<file path="config.mk">
export PLATFORM = sky130hd
export DESIGN_NAME = i2c_bit_level_master_core
export DESIGN_NICKNAME = d
export VERILOG_FILES = /design/src/rtl/core/i2cm_pkg.sv /design/src/rtl/core/i2cm_ctrl.sv /design/src/rtl/core/i2cm_datapath.sv /design/src/rtl/core/i2c_bit_level_master_core.sv
export SDC_FILE = /design/constraint.sdc
export NUM_CORES = 1
export LEC_CHECK = 0
export BUFFER_PORTS_ARGS = -buffer_cell sky130_fd_sc_hd__clkbuf_2
export CORE_MARGIN = 1.5
export CORE_UTILIZATION = 40
export CTS_BUF_LIST = sky130_fd_sc_hd__clkbuf_2 sky130_fd_sc_hd__clkbuf_4 sky130_fd_sc_hd__clkbuf_8
export DETAILED_ROUTE_END_ITERATION = 6
export GPL_TIMING_DRIVEN = 0
export PLACE_DENSITY = 0.71
export SYNTH_ARGS = -nofsm -noshare
export SYNTH_HDL_FRONTEND = slang
export SYNTH_SLANG_ARGS = --single-unit
</file>
<file path="constraint.sdc">
create_clock -name aclk -period 1.97 [get_ports aclk]
set_input_delay 0.394 -clock aclk [delete_from_list [all_inputs] [get_ports aclk]]
set_output_delay 0.394 -clock aclk [all_outputs]
set_load 0.005 [all_outputs]
</file>
<file path="src/rtl/core/i2cm_pkg.sv">
`timescale 1ns / 1ps
`default_nettype none

package i2cm_pkg;

    typedef enum logic [2:0] {
        CMD_START = 3'd0,
        CMD_STOP  = 3'd1,
        CMD_WRITE = 3'd2,
        CMD_READ  = 3'd3,
        CMD_ACK   = 3'd4
    } cmd_t;

    typedef enum logic [1:0] {
        EV_START = 2'd0,
        EV_PULSE = 2'd1,
        EV_STOP  = 2'd2
    } event_t;

    typedef enum logic {
        ST_IDLE = 1'b0,
        ST_RUN  = 1'b1
    } state_t;

    localparam int BYTE_BITS = 8;
    localparam int CNT_W     = 4;

    typedef struct packed {
        logic [2:0] command;
        logic [7:0] tx_byte;
        logic       send_nack;
        logic [7:0] slave_data;
        logic       slave_ack;
    } in_t;

    typedef struct packed {
        logic [1:0] event_kind;
        logic       line_level;
        logic       master_released;
        logic [7:0] rx_byte;
        logic       ack_level;
        logic       last;
    } out_t;

    typedef struct packed {
        logic load;
        logic step;
    } ctl_t;

    typedef struct packed {
        logic in_known;
        logic last_event;
    } sts_t;

endpackage

`default_nettype wire

</file>
<file path="src/rtl/core/i2cm_ctrl.sv">
`timescale 1ns / 1ps
`default_nettype none

module i2cm_ctrl (
    input  wire logic          aclk,
    input  wire logic          aresetn,
    input  wire logic          s_valid,
    output logic               s_ready,
    output logic               m_valid,
    input  wire logic          m_ready,
    output i2cm_pkg::ctl_t     ctl,
    input  wire i2cm_pkg::sts_t sts
);
    import i2cm_pkg::*;

    state_t state_reg, state_next;
    logic   m_valid_reg, m_valid_next;

    always_ff @(posedge aclk) begin
        if (!aresetn) begin
            state_reg   <= ST_IDLE;
            m_valid_reg <= 1'b0;
        end else begin
            state_reg   <= state_next;
            m_valid_reg <= m_valid_next;
        end
    end

    always_comb begin
        state_next = state_reg;
        case (state_reg)
            ST_IDLE: begin
                if (ctl.load && sts.in_known) begin
                    state_next = ST_RUN;
                end
            end
            ST_RUN: begin
                if (ctl.step && sts.last_event) begin
                    state_next = ST_IDLE;
                end
            end
            default: state_next = ST_IDLE;
        endcase
    end

    always_comb begin
        s_ready  = (state_reg == ST_IDLE);
        ctl.load = s_valid && s_ready;
        ctl.step = (state_reg == ST_RUN) && (!m_valid_reg || m_ready);
        if (ctl.step) begin
            m_valid_next = 1'b1;
        end else if (m_ready) begin
            m_valid_next = 1'b0;
        end else begin
            m_valid_next = m_valid_reg;
        end
        m_valid = m_valid_reg;
    end

    assert property (@(posedge aclk) disable iff (!aresetn)
        (m_valid_reg && !m_ready) |=> m_valid_reg)
        else $error("pending beat dropped under stall");

    assert property (@(posedge aclk) disable iff (!aresetn)
        (ctl.step && sts.last_event) |=> (state_reg == ST_IDLE))
        else $error("run did not end on last event");

    assert property (@(posedge aclk) disable iff (!aresetn)
        (ctl.load && !sts.in_known) |=> (state_reg == ST_IDLE))
        else $error("unknown command started a run");

    assert property (@(posedge aclk) disable iff (!aresetn)
        (ctl.load && sts.in_known) |=> (state_reg == ST_RUN))
        else $error("known command did not start a run");

endmodule

`default_nettype wire

</file>
<file path="src/rtl/core/i2cm_datapath.sv">
`timescale 1ns / 1ps
`default_nettype none

module i2cm_datapath (
    input  wire logic           aclk,
    input  wire i2cm_pkg::in_t  s_data,
    output i2cm_pkg::out_t      m_data,
    input  wire i2cm_pkg::ctl_t ctl,
    output i2cm_pkg::sts_t      sts
);
    import i2cm_pkg::*;

    localparam logic [CNT_W-1:0] LAST_BIT  = CNT_W'(BYTE_BITS - 1);
    localparam logic [CNT_W-1:0] ACK_SLOT  = CNT_W'(BYTE_BITS);

    cmd_t           cmd_reg;
    logic [7:0]     tx_reg;
    logic [7:0]     sdat_reg;
    logic           nack_reg;
    logic           sack_reg;
    logic [7:0]     shift_reg;
    logic [CNT_W-1:0] bit_count_reg;
    out_t           out_reg;

    out_t           ev;
    logic [7:0]     shift_next;

    always_comb begin
        sts.in_known = (s_data.command inside {[CMD_START:CMD_ACK]});
        shift_next   = {shift_reg[6:0], sdat_reg[7]};
        ev           = '0;
        case (cmd_reg)
            CMD_START: begin
                ev.event_kind = EV_START;
                ev.last       = 1'b1;
            end
            CMD_STOP: begin
                ev.event_kind      = EV_STOP;
                ev.line_level      = 1'b1;
                ev.master_released = 1'b1;
                ev.last            = 1'b1;
            end
            CMD_WRITE: begin
                ev.event_kind = EV_PULSE;
                if (bit_count_reg == ACK_SLOT) begin
                    ev.line_level      = sack_reg;
                    ev.master_released = 1'b1;
                    ev.ack_level       = sack_reg;
                    ev.last            = 1'b1;
                end else begin
                    ev.line_level      = tx_reg[7];
                    ev.master_released = tx_reg[7];
                end
            end
            CMD_READ: begin
                ev.event_kind      = EV_PULSE;
                ev.line_level      = sdat_reg[7];
                ev.master_released = 1'b1;
                if (bit_count_reg == LAST_BIT) begin
                    ev.rx_byte = shift_next;
                    ev.last    = 1'b1;
                end
            end
            CMD_ACK: begin
                ev.event_kind      = EV_PULSE;
                ev.line_level      = nack_reg;
                ev.master_released = nack_reg;
                ev.last            = 1'b1;
            end
            default: begin
                ev.last = 1'b1;
            end
        endcase
        sts.last_event = ev.last;
        m_data         = out_reg;
    end

    always_ff @(posedge aclk) begin
        if (ctl.load) begin
            cmd_reg       <= cmd_t'(s_data.command);
            tx_reg        <= s_data.tx_byte;
            sdat_reg      <= s_data.slave_data;
            nack_reg      <= s_data.send_nack;
            sack_reg      <= s_data.slave_ack;
            shift_reg     <= '0;
            bit_count_reg <= '0;
        end else if (ctl.step) begin
            tx_reg        <= {tx_reg[6:0], 1'b0};
            sdat_reg      <= {sdat_reg[6:0], 1'b0};
            bit_count_reg <= bit_count_reg + CNT_W'(1);
            if (cmd_reg == CMD_READ) begin
                shift_reg <= shift_next;
            end
        end
        if (ctl.step) begin
            out_reg <= ev;
        end
    end

endmodule

`default_nettype wire

</file>
<file path="src/rtl/core/i2c_bit_level_master_core.sv">
// Bit-level I2C master core.
// Input channel (s_valid/s_ready/s_data): one beat is one bus command:
// start, stop, write byte, read byte or send acknowledge bit.
// Result channel (m_valid/m_ready/m_data): one beat per bus event; the
// final beat of a command carries last, the received byte and the sampled
// acknowledge level.
// Start, stop and acknowledge give one event; a read byte gives eight and
// a write byte nine. Events leave one per cycle from the event sequencer
// while no stall on m_ready holds a pending beat; the command beat is first
// registered in the run state, and each event then in the output register.
// A new command is taken once the last event of the previous one sits in
// the output register, even while that beat still waits to be taken.
// Unknown command codes are taken and give no events.
// A stall on m_ready holds the output register and the sequencer.
// Reset (aresetn low, synchronous) drops any run in progress and any
// pending beat; the core then waits for a command.
`timescale 1ns / 1ps
`default_nettype none

module i2c_bit_level_master_core (
    input  wire logic            aclk,
    input  wire logic            aresetn,
    input  wire logic            s_valid,
    output logic                 s_ready,
    input  wire i2cm_pkg::in_t   s_data,
    output logic                 m_valid,
    input  wire logic            m_ready,
    output i2cm_pkg::out_t       m_data
);
    import i2cm_pkg::*;

    ctl_t ctl;
    sts_t sts;

    i2cm_ctrl u_ctrl (
        .aclk    (aclk),
        .aresetn (aresetn),
        .s_valid (s_valid),
        .s_ready (s_ready),
        .m_valid (m_valid),
        .m_ready (m_ready),
        .ctl     (ctl),
        .sts     (sts)
    );

    i2cm_datapath u_datapath (
        .aclk   (aclk),
        .s_data (s_data),
        .m_data (m_data),
        .ctl    (ctl),
        .sts    (sts)
    );

endmodule

`default_nettype wire

</file>
# --- Word-level counts from Yosys, hierarchy flattened ---
# Cells that the tools add are included.
totals:
  elab_cells: 53
  output_inout_bits: 16
  inputBits: 25
  ff_bits: 48
op_classes:
  reduce_logical: 13
  add_sub_neg: 1
  n_eq_ne: 6
  n_bitwise: 1
  magnitude_cmp: 2
  muxes: 15
ops:
  columns: ["op", "n"]
  rows:
  - ["$mux W8", 4]
  - ["$pmux W2 S4", 1]
  - ["$eq A3 B2 Y1 const B", 2]
  - ["$mux W1", 6]
  - ["$reduce_and A2 Y1", 3]
  - ["$logic_and A1 B1 Y1", 5]
  - ["$add A4 B1 Y4 const B", 1]
  - ["$eq A4 B3 Y1 const B", 1]
  - ["$eq A4 B4 Y1 const B", 1]
  - ["$pmux W1 S2", 2]
  - ["$pmux W2 S2", 1]
  - ["$reduce_bool A2 Y1", 2]
  - ["$eq A3 B1 Y1 const B", 1]
  - ["$eq A3 B3 Y1 const B", 1]
  - ["$ge A3 B1 Y1 const B", 1]
  - ["$le A3 B3 Y1 const B", 1]
  - ["$reduce_or A3 Y1", 1]
  - ["$mux W2", 1]
  - ["$logic_not A1 Y1", 1]
  - ["$logic_or A1 B1 Y1", 1]
  - ["$not A1 Y1", 1]

# --- Depth between registers and ports, before layout ---
logic_depth:
  ltp_word: 6
  depth_mapped: 5
  depth_no_buf: 5

# --- Modules after synthesis ---
# Synthesis repeated with hierarchy kept, for this count alone.
hier_totals:
  cells_unflattened: 138
  hier_area_um2: 1983.2
modules_own_cells:
  columns: ["mod", "area_per_inst_um2", "seq_area_each_um2", "instances", "cells_each"]
  rows:
  - ["i2cm_datapath", 1880.6, 1271.2, 1, 127]
  - ["i2cm_ctrl", 102.6, 40.0, 1, 11]

# --- Least setup slack after synthesis ---
# No wires, ideal clock.
synth_timing:
  path_kind: "input -> register"
  from: "in s_valid"
  to: "reg u_datapath.sdat_reg[0] (enable)"
  path_slack_ns: 0.457
  cell_stages: 3
  arrival_time_ns: 1.142
  t_required_ns: 1.599
  path_cell_list: "nor2b_1 buf_2 a21o_1"
synth_between:
  elab_chain_cells: 2
synth_rtl:
  columns: ["element", "line_no", "source"]
  rows:
  - ["start: declaration", "i2c_bit_level_master_core.sv:23", "input wire logic s_valid,"]
  - ["$logic_and A1 B1 Y1", "i2cm_ctrl.sv:48", "ctl.load = s_valid && s_ready;"]
  - ["$reduce_bool A2 Y1 (no line)", null, null]
  - ["end signal: assignment", "i2cm_datapath.sv:82", "sdat_reg <= s_data.slave_data;"]
  - ["end signal: assignment", "i2cm_datapath.sv:89", "sdat_reg <= {sdat_reg[6:0], 1'b0};"]
  - ["end: declaration", "i2cm_datapath.sv:18", "logic [7:0] sdat_reg;"]
# No other way between the ends.
# A chain may end at the register's enable or synchronous reset.

==> results_dict.tcl <==
set metrics [dict create \
    status "complete, no violations" \
    path_class "reg2reg" \
    grt_pass1_wl_mm 5.50 \
    skew_ns 0.0104 \
    ant_nets 0 \
    rows 25 \
    vias 1334 \
    synth_area_leaders "edfxtp_1, dfxtp_1, mux2_2, o31ai_1, a21oi_1" \
    num_antenna_cells 0 \
    chipWidth_um 74.1 \
    core_area_um2 4790 \
    grt_use_total 0.134 \
    yosys_warnings 0 \
    r2r-start "u_ctrl.state_reg" \
    rr_endpoint "u_datapath.m_data[13]" \
    p_leak_nw 0.915 \
    grt_max_degree 18 \
    end_kind "flop" \
    ys_ff_latch 48 \
    reg2reg_setup_slack_ns 0.24 \
    crit_family "simple AND/OR/NAND/NOR gates" \
    die_y_um 74.1 \
    drt_iter0_drc 107 \
    antenna_found_initial 0 \
    setup_tns_ns 0 \
    rr_worst_depth 2 \
    startpoint_type "flop" \
    drv_slew 0 \
    syn_nets 181 \
    clock_path_buffers 2 \
    p_comb_frac 0.085 \
    io_buffers 40 \
    relSlewSlack 0.238 \
    vias_per_cell 4.96 \
    path_depth 2 \
    fin_crit_ns 1.73 \
    rsz0062_at_grt "false" \
    synthesis.area_um2 2020 \
    insertion_delay_ns 0.31 \
    cts_hold_buf 0 \
    hold_path_class "in2reg" \
    p_seq_frac 0.567 \
    path_max_fanout 15 \
    power_density_nw_per_um2 860 \
    p_sw_frac 0.221 \
    start_util 0.423 \
    ys_seq_area_frac 0.648 \
    ir_drop_v 0.000441 \
    path_buf_inv 1 \
    cts.clk_slew.worst_paths_ns 0.10 \
    arrival_ns 1.65 \
    fillers 446 \
    drc 0 \
    maxCapViolCount 0 \
    firstDrtPassIters 4 \
    drt-wirelength-per-cell_um 12.6 \
    slowest_delay_ns 0.87 \
    overflow 0 \
    cts_setup_buffers 0 \
    synth_top_cell_area_share 0.519 \
    path_cells "inv_2, nor2_1" \
    drive_gt1_frac 0.351 \
    clkPwrFrac 0.348 \
    crit_path_start "u_ctrl.state_reg" \
    crit_path_end "u_datapath.m_data[13]" \
    cts_resized 0 \
    finalWirelength_mm 3.39 \
    dp_hpwl_mm 2.43 \
    worst-slew-pin-transition_ns 1.14 \
    finalCritPeriodShare 0.878 \
    root_buffer "clkbuf_8" \
    synth.avg_cell_area_um2 13.1 \
    dieArea_um2 5490 \
    netlist_instances 154 \
    gp_congestion 0.791 \
    final_nets 228 \
    power_switching_w 0.000461 \
    largest_register_ffs 14 \
    total_power_w 0.00208 \
    io_pins 41 \
    hold_viol_final 0 \
    synth_cell_types 33 \
    cp_slowest_cell "nor2_1" \
    syn_to_final_growth_pct 19.8 \
    yosys.area.top_type "edfxtp_1" \
    setup_violations 0 \
    cts_buffers 5 \
    p_int_w 0.00162 \
    cts_tree "built" \
    worst-endpoint-required_ns 1.90 \
    grt_pass1_vias 1253 \
    timing.fmax_ghz 0.578 \
    clock_sinks 48 \
    htree_levels 2 \
]
layout make-up:
class	count	area [um^2]	area share
clock buffer	5	68.8	0.0284
clock inverter	3	47.5	0.0196
timing repair buffer	40	200	0.0826
inverter	8	30.0	0.0124
multi-input combinational	88	637	0.263
tap	67	83.8	0.0346
buffer	10	45.0	0.0186
sequential	48	1310	0.541
per-layer routing:
layer  global-route usage  part of all wire  up-vias
li1                     -                 -      671
met1                0.155              0.45      615
met2                0.226              0.47       43
met3               0.0461             0.060        5
met4               0.0556             0.015        0
met5                    0                 0        -
through the flow:
step | cells | cell area (um^2) | utilization | worst slack [ns] | hold slack, ns
2_1_floorplan | 154 | 2020 | - | 0.457 | 0.444
3_3_place_gp | 261 | 2310 | 0.482 | 0.114 | 0.453
3_5_place_dp | 261 | 2310 | 0.482 | 0.0939 | 0.461
4_1_cts | 269 | 2420 | 0.506 | 0.219 | 0.252
5_1_grt | 269 | 2420 | 0.506 | 0.120 | 0.246
6_report | 269 | 2420 | 0.506 | 0.241 | 0.262
cells by family (layout without fill, tap and decap cells):
logic type	Yosys count	in the layout	share of synthesized area
buffers and inverters	18	66	0.0371
multiplexers	15	15	0.0829
adder cells (fa/ha/maj)	2	2	0.0124
flip-flops	48	48	0.648
AO/OA/AOI/OAI	30	30	0.0952
AND/OR/NAND/NOR	41	41	0.124
Yosys cell counts:
master and instances:
o211ai_1 1, or4_1 2, o21ai_1 1, ha_1 2, clkbuf_1 4, nor2_1 3
nand4b_1 1, nand3_1 4, edfxtp_1 35, o2111ai_1 1, nor3_2 1, nand4_1 7
o31ai_1 10, a21oi_1 12, buf_2 5, o21ai_0 1, mux2_2 14, dfxtp_1 13
nand2b_1 2, and2_1 9, nor4_1 2, and3b_1 1, nor2b_1 3, nand2_1 4
inv_2 1, mux2i_1 1, clkbuf_2 1, a21o_1 2, nand3b_1 1, o311ai_0 1
inv_1 7, a211oi_1 1, nand3b_2 1
worst min path at each step:
stage,cells after the start,end,slack [ns],start
global placement,2,u_datapath.shift_reg[6],0.45,u_datapath.shift_reg[6]
floorplan,2,u_datapath.shift_reg[6],0.44,u_datapath.shift_reg[6]
CTS,1,u_datapath.sack_reg,0.25,s_data[0]
finish,1,u_datapath.sack_reg,0.26,s_data[0]
global route,1,u_datapath.sack_reg,0.25,s_data[0]
detailed placement,2,u_datapath.shift_reg[6],0.46,u_datapath.shift_reg[6]
power groups by stage:
stage | sequential, W | combinational (W) | clock (W)
floorplan | 0.00120 | 0.000116 | 0
global placement | 0.00120 | 0.000176 | 0
detailed placement | 0.00120 | 0.000179 | 0
CTS | 0.00118 | 0.000181 | 0.000743
global route | 0.00119 | 0.000199 | 0.000768
finish | 0.00118 | 0.000177 | 0.000726
cells in the final DEF, fill, tap and decap left out, types with 2 or more instances in the layout:
cell type / Yosys / final
a21o_1: 2 / 2
clkbuf_1: 4 / 4
clkbuf_2: 1 / 41
clkinv_4: 0 / 2
nand4_1: 7 / 7
buf_2: 5 / 5
dfxtp_1: 13 / 13
a21oi_1: 12 / 12
nand2_1: 4 / 4
nand3_1: 4 / 4
and2_1: 9 / 9
nor2b_1: 3 / 3
or4_1: 2 / 2
o31ai_1: 10 / 10
inv_1: 7 / 7
clkbuf_8: 0 / 5
edfxtp_1: 35 / 35
mux2_2: 14 / 14
nor4_1: 2 / 2
nand2b_1: 2 / 2
ha_1: 2 / 2
nor2_1: 3 / 3
Note: power is estimated with default switching activity, not from simulation.
